<file path="src/markup_to_printer_command_translator_assert.svh">
// Assertion macros for the markup to printer command translator.
// Included by modules that check their own control logic; no other dependencies.
`ifndef MARKUP_TO_PRINTER_COMMAND_TRANSLATOR_ASSERT_SVH
`define MARKUP_TO_PRINTER_COMMAND_TRANSLATOR_ASSERT_SVH

// Same-cycle implication, disabled during reset.
`define MPCT_ASSERT_NOW(lbl, clk, rst_n, ante, cons, msg) \
  lbl: assert property (@(posedge clk) disable iff (!rst_n) (ante) |-> (cons)) else $error(msg);

// Next-cycle implication, disabled during reset.
`define MPCT_ASSERT_NEXT(lbl, clk, rst_n, ante, cons, msg) \
  lbl: assert property (@(posedge clk) disable iff (!rst_n) (ante) |=> (cons)) else $error(msg);

`endif

</file>
<file path="src/mpct_pkg.sv">
// Shared types and constants for the markup to printer command translator.
// No dependencies.
package mpct_pkg;

  localparam int unsigned MaxChunkRowsDef = 255;
  localparam int unsigned QueueDepth      = 2;

  localparam logic [5:0] MaxRowBytesRst  = 6'd48;
  localparam logic [3:0] SymbologyRst    = 4'd8;
  localparam logic [2:0] ModuleWidthRst  = 3'd3;
  localparam logic [1:0] LabelPosRst     = 2'd2;

  localparam logic [1:0] CfgMaxRowBytes = 2'd0;
  localparam logic [1:0] CfgSymbology   = 2'd1;
  localparam logic [1:0] CfgModuleWidth = 2'd2;
  localparam logic [1:0] CfgLabelPos    = 2'd3;

  typedef enum logic [2:0] {
    K_BYTE,
    K_HTML,
    K_STYLE,
    K_UL,
    K_ALIGN,
    K_BARCODE,
    K_IMG_START,
    K_IMG_DATA
  } kind_e;

  // One queued command: a single byte, a fixed sequence with one value,
  // or up to three decoded image bytes.
  typedef struct packed {
    kind_e           kind;
    logic [1:0]      cnt;
    logic [2:0][7:0] data;
  } ent_t;

  typedef struct packed {
    logic [5:0] max_row_bytes;
    logic [3:0] symbology;
    logic [2:0] module_width;
    logic [1:0] label_pos;
  } cfg_t;

endpackage

</file>
<file path="src/mpct_if.sv">
// Stream interfaces for the markup input and the printer byte output.
// No dependencies.
interface mpct_in_if;
  logic       valid;
  logic       ready;
  logic [7:0] in_byte;
  modport source (output valid, output in_byte, input ready);
  modport sink (input valid, input in_byte, output ready);
endinterface

interface mpct_out_if;
  logic       valid;
  logic       ready;
  logic [7:0] out_byte;
  logic       last;
  modport source (output valid, output out_byte, output last, input ready);
  modport sink (input valid, input out_byte, input last, output ready);
endinterface

</file>
<file path="src/mpct_front.sv">
// Front end: text/tag parser, tag tokenizer and base64 decoder.
// Classifies each input byte into at most one queued command. Uses mpct_pkg.
module mpct_front (
  input  logic          clk_i,
  input  logic          rst_ni,
  input  logic          valid_i,
  input  logic [7:0]    byte_i,
  input  logic          q_full_i,
  output logic          ready_o,
  output logic          push_o,
  output mpct_pkg::ent_t ent_o
);
  import mpct_pkg::*;

  localparam logic [2:0] PmToken   = 3'd0;
  localparam logic [2:0] PmText    = 3'd1;
  localparam logic [2:0] PmForce   = 3'd2;
  localparam logic [2:0] PmBarcode = 3'd3;
  localparam logic [2:0] PmImage   = 3'd4;

  localparam logic [7:0] TsStart   = 8'd0;
  localparam logic [7:0] TsH       = 8'd210;
  localparam logic [7:0] TsHtml    = 8'd15;
  localparam logic [7:0] TsHead    = 8'd20;
  localparam logic [7:0] TsB       = 8'd25;
  localparam logic [7:0] TsBody    = 8'd30;
  localparam logic [7:0] TsBig     = 8'd35;
  localparam logic [7:0] TsBr      = 8'd27;
  localparam logic [7:0] TsBarcode = 8'd228;
  localparam logic [7:0] TsI       = 8'd40;
  localparam logic [7:0] TsInvert  = 8'd45;
  localparam logic [7:0] TsImg     = 8'd50;
  localparam logic [7:0] TsU       = 8'd55;
  localparam logic [7:0] TsS       = 8'd60;
  localparam logic [7:0] TsSmall   = 8'd63;
  localparam logic [7:0] TsLeft    = 8'd65;
  localparam logic [7:0] TsRight   = 8'd70;
  localparam logic [7:0] TsCenter  = 8'd75;
  localparam logic [7:0] TsMeta    = 8'd80;
  localparam logic [7:0] TsBad     = 8'd200;
  localparam logic [7:0] TsAfter   = 8'd254;

  // Tag commands, keyed by tag code plus closing flag.
  localparam logic [7:0] CmdHtml      = 8'd15;
  localparam logic [7:0] CmdInvOn     = 8'd45;
  localparam logic [7:0] CmdInvOff    = 8'd46;
  localparam logic [7:0] CmdBoldOn    = 8'd25;
  localparam logic [7:0] CmdBoldOff   = 8'd26;
  localparam logic [7:0] CmdStrikeOn  = 8'd60;
  localparam logic [7:0] CmdStrikeOff = 8'd61;
  localparam logic [7:0] CmdBr        = 8'd27;
  localparam logic [7:0] CmdUlOn      = 8'd55;
  localparam logic [7:0] CmdUlOff     = 8'd56;
  localparam logic [7:0] CmdCenter    = 8'd75;
  localparam logic [7:0] CmdRight     = 8'd70;
  localparam logic [7:0] CmdCenterOff = 8'd76;
  localparam logic [7:0] CmdLeft      = 8'd65;
  localparam logic [7:0] CmdLeftOff   = 8'd66;
  localparam logic [7:0] CmdRightOff  = 8'd71;

  function automatic logic [6:0] sextet_of(input logic [7:0] v);
    logic [6:0] r;
    r = 7'd0;
    if (v inside {[8'h41:8'h5A]}) r = {1'b1, 6'(v - 8'h41)};
    else if (v inside {[8'h61:8'h7A]}) r = {1'b1, 6'(v - 8'h61 + 8'd26)};
    else if (v inside {[8'h30:8'h39]}) r = {1'b1, 6'(v - 8'h30 + 8'd52)};
    else if (v == 8'h2B) r = {1'b1, 6'd62};
    else if (v == 8'h2F) r = {1'b1, 6'd63};
    return r;
  endfunction

  logic [2:0]      mode_q, mode_d;
  logic [7:0]      tag_q, tag_d;
  logic            close_q, close_d;
  logic [6:0]      style_q, style_d;
  logic [1:0]      scnt_q, scnt_d;
  logic [1:0]      pad_q, pad_d;
  logic [2:0][5:0] grp_q;
  logic            grp_we;
  logic            accept;
  logic            has_ent;
  logic [7:0]      c;
  logic [7:0]      code;
  logic [6:0]      sx;
  logic [7:0]      b0, b1, b2;

  assign c       = byte_i;
  assign ready_o = !q_full_i;
  assign accept  = valid_i && ready_o;
  assign push_o  = accept && has_ent;
  assign code    = tag_q + {7'd0, close_q};
  assign sx      = sextet_of(c);
  assign b0      = {grp_q[0], grp_q[1][5:4]};
  assign b1      = {grp_q[1][3:0], grp_q[2][5:2]};
  assign b2      = {grp_q[2][1:0], sx[5:0]};

  always_comb begin
    mode_d  = mode_q;
    tag_d   = tag_q;
    close_d = close_q;
    style_d = style_q;
    scnt_d  = scnt_q;
    pad_d   = pad_q;
    grp_we  = 1'b0;
    has_ent = 1'b0;
    ent_o   = '0;
    ent_o.kind = K_BYTE;
    case (mode_q)
      PmText: begin
        if (c == 8'h5C) begin
          mode_d = PmForce;
        end else if (c == 8'h3C) begin
          mode_d  = PmToken;
          tag_d   = TsStart;
          close_d = 1'b0;
        end else if (c != 8'h0A) begin
          has_ent       = 1'b1;
          ent_o.data[0] = c;
        end
      end
      PmForce: begin
        has_ent       = 1'b1;
        ent_o.data[0] = c;
        mode_d        = PmText;
      end
      PmBarcode: begin
        has_ent = 1'b1;
        if (c == 8'h22) begin
          ent_o.data[0] = 8'h00;
          mode_d        = PmToken;
          tag_d         = TsAfter;
          close_d       = 1'b0;
        end else begin
          ent_o.data[0] = c;
        end
      end
      PmImage: begin
        ent_o.kind = K_IMG_DATA;
        if (c == 8'h22 || c == 8'h00) begin
          // flush a padded group
          ent_o.data[0] = b0;
          ent_o.data[1] = b1;
          if (pad_q == 2'd1) begin
            has_ent   = 1'b1;
            ent_o.cnt = 2'd2;
          end else if (pad_q != 2'd0) begin
            has_ent   = 1'b1;
            ent_o.cnt = 2'd1;
          end
          if (c == 8'h22) begin
            mode_d  = PmToken;
            tag_d   = TsAfter;
            close_d = 1'b0;
          end
        end else if (c == 8'h3D) begin
          if (pad_q != 2'd3) pad_d = pad_q + 2'd1;
        end else if (sx[6]) begin
          if (scnt_q == 2'd3) begin
            has_ent       = 1'b1;
            ent_o.cnt     = 2'd3;
            ent_o.data[0] = b0;
            ent_o.data[1] = b1;
            ent_o.data[2] = b2;
            scnt_d        = 2'd0;
          end else begin
            grp_we = 1'b1;
            scnt_d = scnt_q + 2'd1;
          end
        end
      end
      default: begin
        case (c)
          8'h3C: tag_d = TsStart;
          8'h3E: begin
            mode_d  = PmText;
            tag_d   = TsStart;
            close_d = 1'b0;
            case (code)
              CmdHtml: begin
                has_ent    = 1'b1;
                ent_o.kind = K_HTML;
                style_d    = 7'd0;
              end
              CmdInvOn, CmdInvOff, CmdBoldOn, CmdBoldOff, CmdStrikeOn, CmdStrikeOff: begin
                has_ent    = 1'b1;
                ent_o.kind = K_STYLE;
                case (code)
                  CmdInvOn:    style_d = style_q | 7'h02;
                  CmdInvOff:   style_d = style_q & ~7'h02;
                  CmdBoldOn:   style_d = style_q | 7'h08;
                  CmdBoldOff:  style_d = style_q & ~7'h08;
                  CmdStrikeOn: style_d = style_q | 7'h40;
                  default:     style_d = style_q & ~7'h40;
                endcase
                ent_o.data[0] = {1'b0, style_d};
              end
              CmdBr: begin
                has_ent       = 1'b1;
                ent_o.data[0] = 8'h0A;
              end
              CmdUlOn, CmdUlOff: begin
                has_ent       = 1'b1;
                ent_o.kind    = K_UL;
                ent_o.data[0] = (code == CmdUlOn) ? 8'd1 : 8'd0;
              end
              CmdCenter, CmdRight, CmdCenterOff, CmdLeft, CmdLeftOff, CmdRightOff: begin
                has_ent    = 1'b1;
                ent_o.kind = K_ALIGN;
                if (code == CmdCenter) ent_o.data[0] = 8'd1;
                else if (code == CmdRight) ent_o.data[0] = 8'd2;
                else ent_o.data[0] = 8'd0;
              end
              default: ;
            endcase
          end
          8'h2F: if (tag_q == TsStart) close_d = 1'b1;
          8'h68: if (tag_q == TsStart) tag_d = TsH;
          8'h74: if (tag_q == TsH) tag_d = TsHtml;
          8'h65: if (tag_q == TsH) tag_d = TsHead;
          8'h62: if (tag_q == TsStart) tag_d = TsB;
          8'h61: if (tag_q == TsB) tag_d = TsBarcode;
          8'h22: begin
            if (tag_q == TsBarcode) begin
              has_ent    = 1'b1;
              ent_o.kind = K_BARCODE;
              mode_d     = PmBarcode;
            end else if (tag_q == TsImg) begin
              has_ent    = 1'b1;
              ent_o.kind = K_IMG_START;
              mode_d     = PmImage;
              scnt_d     = 2'd0;
              pad_d      = 2'd0;
            end
          end
          8'h69: begin
            if (tag_q == TsB) tag_d = TsBig;
            else if (tag_q == TsStart) tag_d = TsI;
          end
          8'h6F: if (tag_q == TsB) tag_d = TsBody;
          8'h6D: begin
            if (tag_q == TsStart) tag_d = TsMeta;
            else if (tag_q == TsI) tag_d = TsImg;
            else if (tag_q == TsS) tag_d = TsSmall;
          end
          8'h6E: if (tag_q == TsI) tag_d = TsInvert;
          8'h73: if (tag_q == TsStart) tag_d = TsS;
          8'h6C: if (tag_q == TsStart) tag_d = TsLeft;
          8'h72: begin
            if (tag_q == TsStart) tag_d = TsRight;
            else if (tag_q == TsB) tag_d = TsBr;
          end
          8'h63: if (tag_q == TsStart) tag_d = TsCenter;
          8'h75: if (tag_q == TsStart) tag_d = TsU;
          default: if (tag_q == TsStart) tag_d = TsBad;
        endcase
      end
    endcase
  end

  always_ff @(posedge clk_i or negedge rst_ni) begin
    if (!rst_ni) begin
      mode_q  <= PmToken;
      tag_q   <= TsStart;
      close_q <= 1'b0;
      style_q <= 7'd0;
      scnt_q  <= 2'd0;
      pad_q   <= 2'd0;
    end else if (accept) begin
      mode_q  <= mode_d;
      tag_q   <= tag_d;
      close_q <= close_d;
      style_q <= style_d;
      scnt_q  <= scnt_d;
      pad_q   <= pad_d;
    end
  end

  always_ff @(posedge clk_i) begin
    if (accept && grp_we) grp_q[scnt_q] <= sx[5:0];
  end

endmodule

</file>
<file path="src/mpct_queue.sv">
// Two-entry command queue between the front end and the back end.
// Uses mpct_pkg and the assertion macro header.
module mpct_queue (
  input  logic           clk_i,
  input  logic           rst_ni,
  input  logic           push_i,
  input  mpct_pkg::ent_t ent_i,
  input  logic           pop_i,
  output logic           full_o,
  output logic           empty_o,
  output mpct_pkg::ent_t head_o
);
  import mpct_pkg::*;
  `include "markup_to_printer_command_translator_assert.svh"

  localparam int unsigned PtrW = $clog2(QueueDepth);
  localparam int unsigned CntW = $clog2(QueueDepth + 1);

  ent_t            mem_q [QueueDepth];
  logic [PtrW-1:0] wr_q, rd_q;
  logic [CntW-1:0] cnt_q;

  assign full_o  = (cnt_q == CntW'(QueueDepth));
  assign empty_o = (cnt_q == '0);
  assign head_o  = mem_q[rd_q];

  always_ff @(posedge clk_i or negedge rst_ni) begin
    if (!rst_ni) begin
      wr_q  <= '0;
      rd_q  <= '0;
      cnt_q <= '0;
    end else begin
      if (push_i) wr_q <= (wr_q == PtrW'(QueueDepth - 1)) ? '0 : wr_q + 1'b1;
      if (pop_i) rd_q <= (rd_q == PtrW'(QueueDepth - 1)) ? '0 : rd_q + 1'b1;
      if (push_i && !pop_i) cnt_q <= cnt_q + 1'b1;
      else if (!push_i && pop_i) cnt_q <= cnt_q - 1'b1;
    end
  end

  always_ff @(posedge clk_i) begin
    if (push_i) mem_q[wr_q] <= ent_i;
  end

  `MPCT_ASSERT_NOW(a_no_push_full, clk_i, rst_ni, push_i, !full_o, "push into full queue")
  `MPCT_ASSERT_NOW(a_no_pop_empty, clk_i, rst_ni, pop_i, !empty_o, "pop from empty queue")
  `MPCT_ASSERT_NOW(a_cnt_range, clk_i, rst_ni, 1'b1, cnt_q <= CntW'(QueueDepth), "count overflow")
  `MPCT_ASSERT_NEXT(a_cnt_inc, clk_i, rst_ni, push_i && !pop_i, cnt_q == $past(cnt_q) + 1'b1, "count did not advance")

endmodule

</file>
<file path="src/mpct_back.sv">
// Back end: expands queued commands into printer bytes, runs the image
// header and raster chunk counters, and holds the output register. Uses mpct_pkg.
module mpct_back #(
  parameter int unsigned MAX_CHUNK_ROWS = mpct_pkg::MaxChunkRowsDef
) (
  input  logic           clk_i,
  input  logic           rst_ni,
  input  mpct_pkg::cfg_t cfg_i,
  input  logic           empty_i,
  input  mpct_pkg::ent_t head_i,
  output logic           pop_o,
  output logic           out_valid_o,
  output logic [7:0]     out_byte_o,
  output logic           out_last_o,
  input  logic           out_ready_i
);
  import mpct_pkg::*;

  localparam logic [7:0] MaxRows = 8'(MAX_CHUNK_ROWS);

  function automatic logic [4:0] seq_len(input kind_e k);
    logic [4:0] r;
    case (k)
      K_HTML:    r = 5'd21;
      K_STYLE:   r = 5'd3;
      K_UL:      r = 5'd3;
      K_ALIGN:   r = 5'd3;
      K_BARCODE: r = 5'd9;
      default:   r = 5'd1;
    endcase
    return r;
  endfunction

  function automatic logic [7:0] seq_byte(input kind_e k, input logic [4:0] p,
                                          input logic [7:0] v, input cfg_t cf);
    logic [7:0] r;
    r = v;
    case (k)
      K_HTML: begin
        case (p)
          5'd0:    r = 8'hFF;
          5'd12:   r = 8'h40;
          5'd14:   r = 8'h37;
          5'd15:   r = 8'h14;
          5'd16:   r = 8'hFF;
          5'd17:   r = 8'hFA;
          5'd18:   r = 8'h12;
          5'd19:   r = 8'h23;
          5'd20:   r = 8'h01;
          default: r = 8'h1B;
        endcase
      end
      K_STYLE: r = (p == 5'd0) ? 8'h1B : (p == 5'd1) ? 8'h21 : v;
      K_UL:    r = (p == 5'd0) ? 8'h1B : (p == 5'd1) ? 8'h2D : v;
      K_ALIGN: r = (p == 5'd0) ? 8'h1B : (p == 5'd1) ? 8'h61 : v;
      K_BARCODE: begin
        case (p)
          5'd0, 5'd3, 5'd6: r = 8'h1D;
          5'd1:    r = 8'h48;
          5'd2:    r = {6'd0, cf.label_pos};
          5'd4:    r = 8'h77;
          5'd5:    r = {5'd0, cf.module_width};
          5'd7:    r = 8'h6B;
          default: r = {4'd0, cf.symbology};
        endcase
      end
      default: r = v;
    endcase
    return r;
  endfunction

  logic [4:0]  pos_q, pos_d;
  logic [1:0]  bidx_q, bidx_d;
  logic [2:0]  sub_q, sub_d;
  logic [7:0]  rows_q, rows_d;
  logic [2:0]  hpos_q, hpos_d;
  logic [15:0] width_q, width_d, height_q, height_d, started_q, started_d;
  logic [5:0]  rb_q, rb_d;
  logic [13:0] chunk_q, chunk_d;
  logic        ov_q, ov_d, ol_q, ol_d;
  logic [7:0]  ob_q, ob_d;

  logic        step, lastb, exhausted;
  logic [7:0]  c;
  logic [15:0] rem;
  logic [16:0] wsum;
  logic [13:0] chunk_dec;

  assign step      = !empty_i && (!ov_q || out_ready_i);
  assign c         = head_i.data[bidx_q];
  assign lastb     = (bidx_q == head_i.cnt - 2'd1);
  assign exhausted = (started_q >= height_q);
  assign rem       = height_q - started_q;
  assign wsum      = {1'b0, width_q} + 17'd7;
  assign chunk_dec = (chunk_q != '0) ? chunk_q - 14'd1 : chunk_q;

  always_comb begin
    pos_d     = pos_q;
    bidx_d    = bidx_q;
    sub_d     = sub_q;
    rows_d    = rows_q;
    hpos_d    = hpos_q;
    width_d   = width_q;
    height_d  = height_q;
    started_d = started_q;
    rb_d      = rb_q;
    chunk_d   = chunk_q;
    ov_d      = ov_q && !out_ready_i;
    ob_d      = ob_q;
    ol_d      = ol_q;
    pop_o     = 1'b0;
    if (step) begin
      case (head_i.kind)
        K_IMG_START: begin
          hpos_d    = 3'd0;
          width_d   = '0;
          height_d  = '0;
          rb_d      = '0;
          started_d = '0;
          chunk_d   = '0;
          pop_o     = 1'b1;
        end
        K_IMG_DATA: begin
          case (sub_q)
            3'd0: begin
              if (hpos_q < 3'd4) begin
                case (hpos_q[1:0])
                  2'd0: width_d = {8'd0, c};
                  2'd1: width_d = {c, width_q[7:0]};
                  2'd2: height_d = {8'd0, c};
                  default: begin
                    height_d  = {c, height_q[7:0]};
                    rb_d      = (wsum[16:3] >= {8'd0, cfg_i.max_row_bytes}) ?
                                cfg_i.max_row_bytes : wsum[8:3];
                    started_d = '0;
                    chunk_d   = '0;
                  end
                endcase
                hpos_d = hpos_q + 3'd1;
                pop_o  = lastb;
                bidx_d = lastb ? 2'd0 : bidx_q + 2'd1;
              end else if (chunk_q == '0) begin
                if (exhausted) begin
                  // drop the rest of this group
                  pop_o  = 1'b1;
                  bidx_d = 2'd0;
                end else begin
                  rows_d    = (rem > {8'd0, MaxRows}) ? MaxRows : rem[7:0];
                  started_d = started_q + ((rem > {8'd0, MaxRows}) ? {8'd0, MaxRows} : rem);
                  ov_d      = 1'b1;
                  ob_d      = 8'h12;
                  ol_d      = 1'b0;
                  sub_d     = 3'd1;
                end
              end else begin
                chunk_d = chunk_dec;
                ov_d    = 1'b1;
                ob_d    = c;
                ol_d    = lastb || ((chunk_dec == '0) && exhausted);
                pop_o   = lastb;
                bidx_d  = lastb ? 2'd0 : bidx_q + 2'd1;
              end
            end
            3'd1: begin
              chunk_d = 14'(rows_q * rb_q);
              ov_d    = 1'b1;
              ob_d    = 8'h2A;
              ol_d    = 1'b0;
              sub_d   = 3'd2;
            end
            3'd2: begin
              ov_d  = 1'b1;
              ob_d  = rows_q;
              ol_d  = 1'b0;
              sub_d = 3'd3;
            end
            3'd3: begin
              ov_d  = 1'b1;
              ob_d  = {2'd0, rb_q};
              ol_d  = 1'b0;
              sub_d = 3'd4;
            end
            default: begin
              chunk_d = chunk_dec;
              ov_d    = 1'b1;
              ob_d    = c;
              ol_d    = lastb || ((chunk_dec == '0) && exhausted);
              sub_d   = 3'd0;
              pop_o   = lastb;
              bidx_d  = lastb ? 2'd0 : bidx_q + 2'd1;
            end
          endcase
        end
        default: begin
          ov_d = 1'b1;
          ob_d = seq_byte(head_i.kind, pos_q, head_i.data[0], cfg_i);
          ol_d = (pos_q == seq_len(head_i.kind) - 5'd1);
          if (ol_d) begin
            pop_o = 1'b1;
            pos_d = 5'd0;
          end else begin
            pos_d = pos_q + 5'd1;
          end
        end
      endcase
    end
  end

  always_ff @(posedge clk_i or negedge rst_ni) begin
    if (!rst_ni) begin
      pos_q     <= '0;
      bidx_q    <= '0;
      sub_q     <= '0;
      hpos_q    <= '0;
      width_q   <= '0;
      height_q  <= '0;
      started_q <= '0;
      rb_q      <= '0;
      chunk_q   <= '0;
      ov_q      <= 1'b0;
    end else begin
      pos_q     <= pos_d;
      bidx_q    <= bidx_d;
      sub_q     <= sub_d;
      hpos_q    <= hpos_d;
      width_q   <= width_d;
      height_q  <= height_d;
      started_q <= started_d;
      rb_q      <= rb_d;
      chunk_q   <= chunk_d;
      ov_q      <= ov_d;
    end
  end

  always_ff @(posedge clk_i) begin
    rows_q <= rows_d;
    ob_q   <= ob_d;
    ol_q   <= ol_d;
  end

  assign out_valid_o = ov_q;
  assign out_byte_o  = ob_q;
  assign out_last_o  = ol_q;

endmodule

</file>
<file path="src/markup_to_printer_command_translator.sv">
// Top level of the markup to printer command translator: configuration
// registers, front end, command queue and back end. Uses mpct_pkg and mpct_if.
//
//   channel  dir  payload              beat
//   in_i     in   in_byte[7:0]         one markup byte
//   out_o    out  out_byte[7:0], last  one printer byte, last ends a run
//   cfg      in   cfg_idx_i, cfg_data_i  one register write on cfg_we_i
//
// The front end takes one byte per cycle while the two-entry queue has room.
// The back end sends one printer byte per cycle while a command is queued and
// out_o is not stalled; an image start, image header bytes and the rest of a
// group past the last row give no output; a raster chunk header adds 4 bytes.
// Reset, asynchronous and active low, sets control and config registers to
// defaults. Output stalls back up through the queue to in_i.ready.
module markup_to_printer_command_translator #(
  parameter int unsigned MAX_CHUNK_ROWS = mpct_pkg::MaxChunkRowsDef
) (
  input  logic       clk_i,
  input  logic       rst_ni,
  mpct_in_if.sink    in_i,
  mpct_out_if.source out_o,
  input  logic       cfg_we_i,
  input  logic [1:0] cfg_idx_i,
  input  logic [5:0] cfg_data_i
);
  import mpct_pkg::*;

  cfg_t cfg_q;
  ent_t push_ent, head;
  logic push, pop, q_full, q_empty;

  always_ff @(posedge clk_i or negedge rst_ni) begin
    if (!rst_ni) begin
      cfg_q.max_row_bytes <= MaxRowBytesRst;
      cfg_q.symbology     <= SymbologyRst;
      cfg_q.module_width  <= ModuleWidthRst;
      cfg_q.label_pos     <= LabelPosRst;
    end else if (cfg_we_i) begin
      case (cfg_idx_i)
        CfgMaxRowBytes: cfg_q.max_row_bytes <= cfg_data_i;
        CfgSymbology:   cfg_q.symbology     <= cfg_data_i[3:0];
        CfgModuleWidth: cfg_q.module_width  <= cfg_data_i[2:0];
        CfgLabelPos:    cfg_q.label_pos     <= cfg_data_i[1:0];
        default: ;
      endcase
    end
  end

  mpct_front u_front (
    .clk_i    (clk_i),
    .rst_ni   (rst_ni),
    .valid_i  (in_i.valid),
    .byte_i   (in_i.in_byte),
    .q_full_i (q_full),
    .ready_o  (in_i.ready),
    .push_o   (push),
    .ent_o    (push_ent)
  );

  mpct_queue u_queue (
    .clk_i   (clk_i),
    .rst_ni  (rst_ni),
    .push_i  (push),
    .ent_i   (push_ent),
    .pop_i   (pop),
    .full_o  (q_full),
    .empty_o (q_empty),
    .head_o  (head)
  );

  mpct_back #(
    .MAX_CHUNK_ROWS (MAX_CHUNK_ROWS)
  ) u_back (
    .clk_i       (clk_i),
    .rst_ni      (rst_ni),
    .cfg_i       (cfg_q),
    .empty_i     (q_empty),
    .head_i      (head),
    .pop_o       (pop),
    .out_valid_o (out_o.valid),
    .out_byte_o  (out_o.out_byte),
    .out_last_o  (out_o.last),
    .out_ready_i (out_o.ready)
  );

endmodule
</file>
<file path="src/flat_wrapper.sv">
// flat-port wrapper written by rule: the top's interface ports become plain ports
module markup_to_printer_command_translator_flat import mpct_pkg::*;
#(
  parameter int unsigned MAX_CHUNK_ROWS = mpct_pkg::MaxChunkRowsDef
)
  (clk_i, rst_ni, cfg_we_i, cfg_idx_i, cfg_data_i, in_i_valid, in_i_in_byte, in_i_ready, out_o_valid, out_o_out_byte, out_o_last, out_o_ready);
  mpct_in_if in_i_i ();
  mpct_out_if out_o_i ();
  input  logic clk_i;
  input  logic rst_ni;
  input  logic cfg_we_i;
  input  logic [1:0] cfg_idx_i;
  input  logic [5:0] cfg_data_i;
  input wire logic [$bits(in_i_i.valid)-1:0] in_i_valid;
  input wire logic [$bits(in_i_i.in_byte)-1:0] in_i_in_byte;
  output wire logic [$bits(in_i_i.ready)-1:0] in_i_ready;
  output wire logic [$bits(out_o_i.valid)-1:0] out_o_valid;
  output wire logic [$bits(out_o_i.out_byte)-1:0] out_o_out_byte;
  output wire logic [$bits(out_o_i.last)-1:0] out_o_last;
  input wire logic [$bits(out_o_i.ready)-1:0] out_o_ready;
  assign in_i_i.valid = in_i_valid;
  assign in_i_i.in_byte = in_i_in_byte;
  assign in_i_ready = in_i_i.ready;
  assign out_o_valid = out_o_i.valid;
  assign out_o_out_byte = out_o_i.out_byte;
  assign out_o_last = out_o_i.last;
  assign out_o_i.ready = out_o_ready;
  markup_to_printer_command_translator #(.MAX_CHUNK_ROWS(MAX_CHUNK_ROWS)) u_core (.clk_i(clk_i), .rst_ni(rst_ni), .in_i(in_i_i), .out_o(out_o_i), .cfg_we_i(cfg_we_i), .cfg_idx_i(cfg_idx_i), .cfg_data_i(cfg_data_i));
endmodule
</file>
<file path="config.mk">
export PLATFORM = sky130hd
export DESIGN_NAME = markup_to_printer_command_translator_flat
export DESIGN_NICKNAME = d
export VERILOG_FILES = /design/src/mpct_pkg.sv /design/src/mpct_if.sv /design/src/mpct_front.sv /design/src/mpct_queue.sv /design/src/mpct_back.sv /design/src/markup_to_printer_command_translator.sv /design/src/flat_wrapper.sv
export VERILOG_INCLUDE_DIRS = /design/src /design/src/src
export SDC_FILE = /design/constraint.sdc
export NUM_CORES = 1
export LEC_CHECK = 0
export ABC_AREA = 1
export BUFFER_PORTS_ARGS = -buffer_cell sky130_fd_sc_hd__buf_2
export CAP_MARGIN = 40
export CELL_PAD_IN_SITES_DETAIL_PLACEMENT = 0
export CELL_PAD_IN_SITES_GLOBAL_PLACEMENT = 1
export CORE_MARGIN = 2
export CORE_UTILIZATION = 38
export CTS_CLUSTER_DIAMETER = 150
export DETAILED_ROUTE_END_ITERATION = 12
export PLACE_DENSITY = 0.64
export SYNTH_ARGS = -nofsm -noshare
export SYNTH_HDL_FRONTEND = slang
export SYNTH_SLANG_ARGS = --single-unit
</file>
<file path="constraint.sdc">
create_clock -name clk_i -period 9.4 [get_ports clk_i]
set_input_delay 1.41 -clock clk_i [delete_from_list [all_inputs] [get_ports clk_i]]
set_output_delay 1.41 -clock clk_i [all_outputs]
set_load 0.02 [all_outputs]
</file>
==> metrics.cfg <==
[run_status]
status=complete, no violations

[logic_synthesis]
ys_top_cells_by_area=dfrtp_1, edfxtp_1, nand2_1
yosysUniqueCellTypes=67
synth_most_common_cell=nand2_1
yosysTopAreaCell=dfrtp_1
ys_async_sr_fraction_pct=56.34
netlist_area_um2=15940
synth-edff-count=93
synth-main-ff-cell=dfrtp_1
synth_cells=2115
ys.warnings.count=0
syn_area_per_cell_um2=7.537
ys_ff_latch=213
synth_top_area_share_pct=17.89
synthTopCellsByCount=nand2_1, inv_1, nor2_1
synth-seq-area-share_pct=36.40

[flow_run]
drv_cap=0

[floorplanning]
die_w_um=208.8
ioPinCount=32
start_util_pct=38.26
num_rows=75
core_um2=41670
die_area_um2=43610
die_h_um=208.8

[global_routing]
antenna_found_initial=0
grt-ovfl-total=0
grt_first_pass_wirelength_mm=75.40
grt_usage_pct=21.69
grt_pass1_vias=13799
grt_max_degree=58

[sta]
finalMaxSlewViolations=0
max_slew_margin_pct=43.00
hold_ws_ns=0.4719
hold_viol_final=0
finClkSkew_ns=0.01574
fin_crit_ns=4.671
finalSetupViolations=0
tns_ns=0
tightestPinTransition_ns=0.8510
fmax_ghz=0.2141
finalWorstSetupSlack_ns=4.729
rsz0062_at_grt=no
finalCritPeriodShare_pct=49.69

[clocking]
cts-resized-gates=0
cts_buffers=27
cts_tree=done
clockBufferDepth=3
cts_htree_levels=1
cts.root.buffer_cell=clkbuf_16
clk_pin_slew_ns=0.06
postCtsHoldBufs=0
clk_latency_ns=0.56
cts.sinks=213
cts_setup_buffers=0

[placement]
dp_slack_ns=4.524
port_buffers=31
gp_congestion=0.8678
place_hpwl_mm=37.22

[worst_setup_path]
startpoint_type=flip-flop
end_kind=flip-flop
required_ns=9.87
worstSetupPathType=flip-flop to flip-flop
cp_max_fo=9
crit_arrival_ns=5.14

[routing]
wirelength_mm=47.12
drc_errors=0
drt-pass1-iter-count=6
ant_nets=0
drtIter0Drc=1002
met1Wirelength_mm=21.99
viasPerCell=5.162
dr_total_vias=14000
wl_met2_mm=21.98
top_layer=met4
met3_length_mm=1.657
wl_per_cell_um=17.37

[min_path]
min_path_type=flip-flop to flip-flop

[cells_and_area]
layout-drive-gt1-share_pct=7.777
layout.nets=2292
antenna_cells=0
nFillCells=4328
area_delta_synth_final_pct=10.60

state kept, by name, summed over array words and instances, names as in the netlist, 3 cells and up:
register,count
u_core.u_back.started_q,16
u_core.cfg_q,15
u_core.u_front.style_q,3
u_core.u_front.mode_q,3
u_core.u_back.rb_q,6
u_core.u_back.out_byte_o,8
u_core.u_back.sub_q,3
u_core.u_back.pos_q,5
u_core.u_queue.mem_q,58
u_core.u_back.width_q,16
u_core.u_back.chunk_q,14
u_core.u_front.b0,8
u_core.u_back.hpos_q,3
u_core.u_front.b1,8
u_core.u_front.tag_q,8
u_core.u_back.height_q,16
u_core.u_back.rows_q,8
cells in the final DEF, fill, tap and decap left out, types with 16 or more instances in the layout:
cell type and n:
nand3_1 175, xor2_1 33, nand4_1 47, buf_2 31
o21ai_1 16, dfrtp_1 114, nor2_1 186, nand2_1 500
a21oi_1 76, clkbuf_16 27, edfxtp_1 93, inv_1 312
ha_1 92, fa_1 27, nor3_1 34, o21ai_0 174
or2_2 18
routing by layer:
layer,GRT usage (%),up-vias
met4,6.872,0
li1,-,7105
met5,0,-
met1,29.32,6561
met2,36.30,263
met3,2.585,71
cell families (layout without fill, tap and decap cells):
family                   after synthesis  in the layout  synth area share (%)
multiplexers                           4              4                0.2512
flip-flops                           213            213                 36.40
AO/OA/AOI/OAI                        367            367                 13.65
XOR/XNOR                              41             41                 2.253
adder cells (fa/ha/maj)              119            119                 10.61
buffers and inverters                364            416                 9.057
other                                  1              7               0.02352
AND/OR/NAND/NOR                     1006           1006                 27.75
worst paths after layout:
| path | from | endpoint | slack (ns) | cells after the start |
|---|---|---|---|---|
| max reg2reg | u_core.u_back.started_q[0] | u_core.u_back.started_q[15] | 4.73 | 24 |
| max in group asynchronous | rst_ni | u_core.u_back.height_q[6] | 7.54 | 3 |
| min reg2reg | u_core.u_queue.wr_q | u_core.u_queue.wr_q | 0.47 | 2 |
| min in group asynchronous | rst_ni | u_core.u_back.chunk_q[7] | 0.83 | 1 |
| min | u_core.u_queue.wr_q | u_core.u_queue.wr_q | 0.47 | 2 |
| max | u_core.u_back.started_q[0] | u_core.u_back.started_q[15] | 4.73 | 24 |
area by class of cell:
class                      instances  area (um^2)  share of cell area, %
clock inverter                    14        185.2                  1.050
multi-input combinational       1544         8720                  49.45
timing repair buffer              42        281.5                  1.597
tap                              539        674.4                  3.825
sequential                       213         5803                  32.91
inverter                         324         1219                  6.912
clock buffer                      36        749.5                  4.251
per-stage QoR:
stage	std cells	util (%)	cell area, um^2
after floorplan	2121	-	15960
after global placement	2656	39.88	16610
after detailed placement	2662	40.08	16700
after CTS	2712	42.32	17630
after global routing	2712	42.32	17630
final	2712	42.32	17630
worst max-delay path, cell delays in order (launching register included):
cell and delay (ns):
dfrtp_1 0.42, ha_1 0.23, fa_1 0.44, inv_1 0.06, nand2_1 0.07, a21oi_2 0.17, a21oi_1 0.13, inv_1 0.09
nand2_1 0.06, nand2_1 0.09, nand3_1 0.09, nand3_1 0.08, nand2_1 0.05, nor2_1 0.48, buf_4 0.27, nand4_1 0.13
ha_1 0.44, nand2_1 0.11, o21ai_0 0.26, nor2_1 0.13, o21ai_0 0.28, nand3_1 0.16, nand3_1 0.10, nand4_1 0.08
o21ai_0 0.18
Power is left out: the tool's default activity adds up to more than one toggle a clock period on the data nets, which glitch-free logic cannot reach.
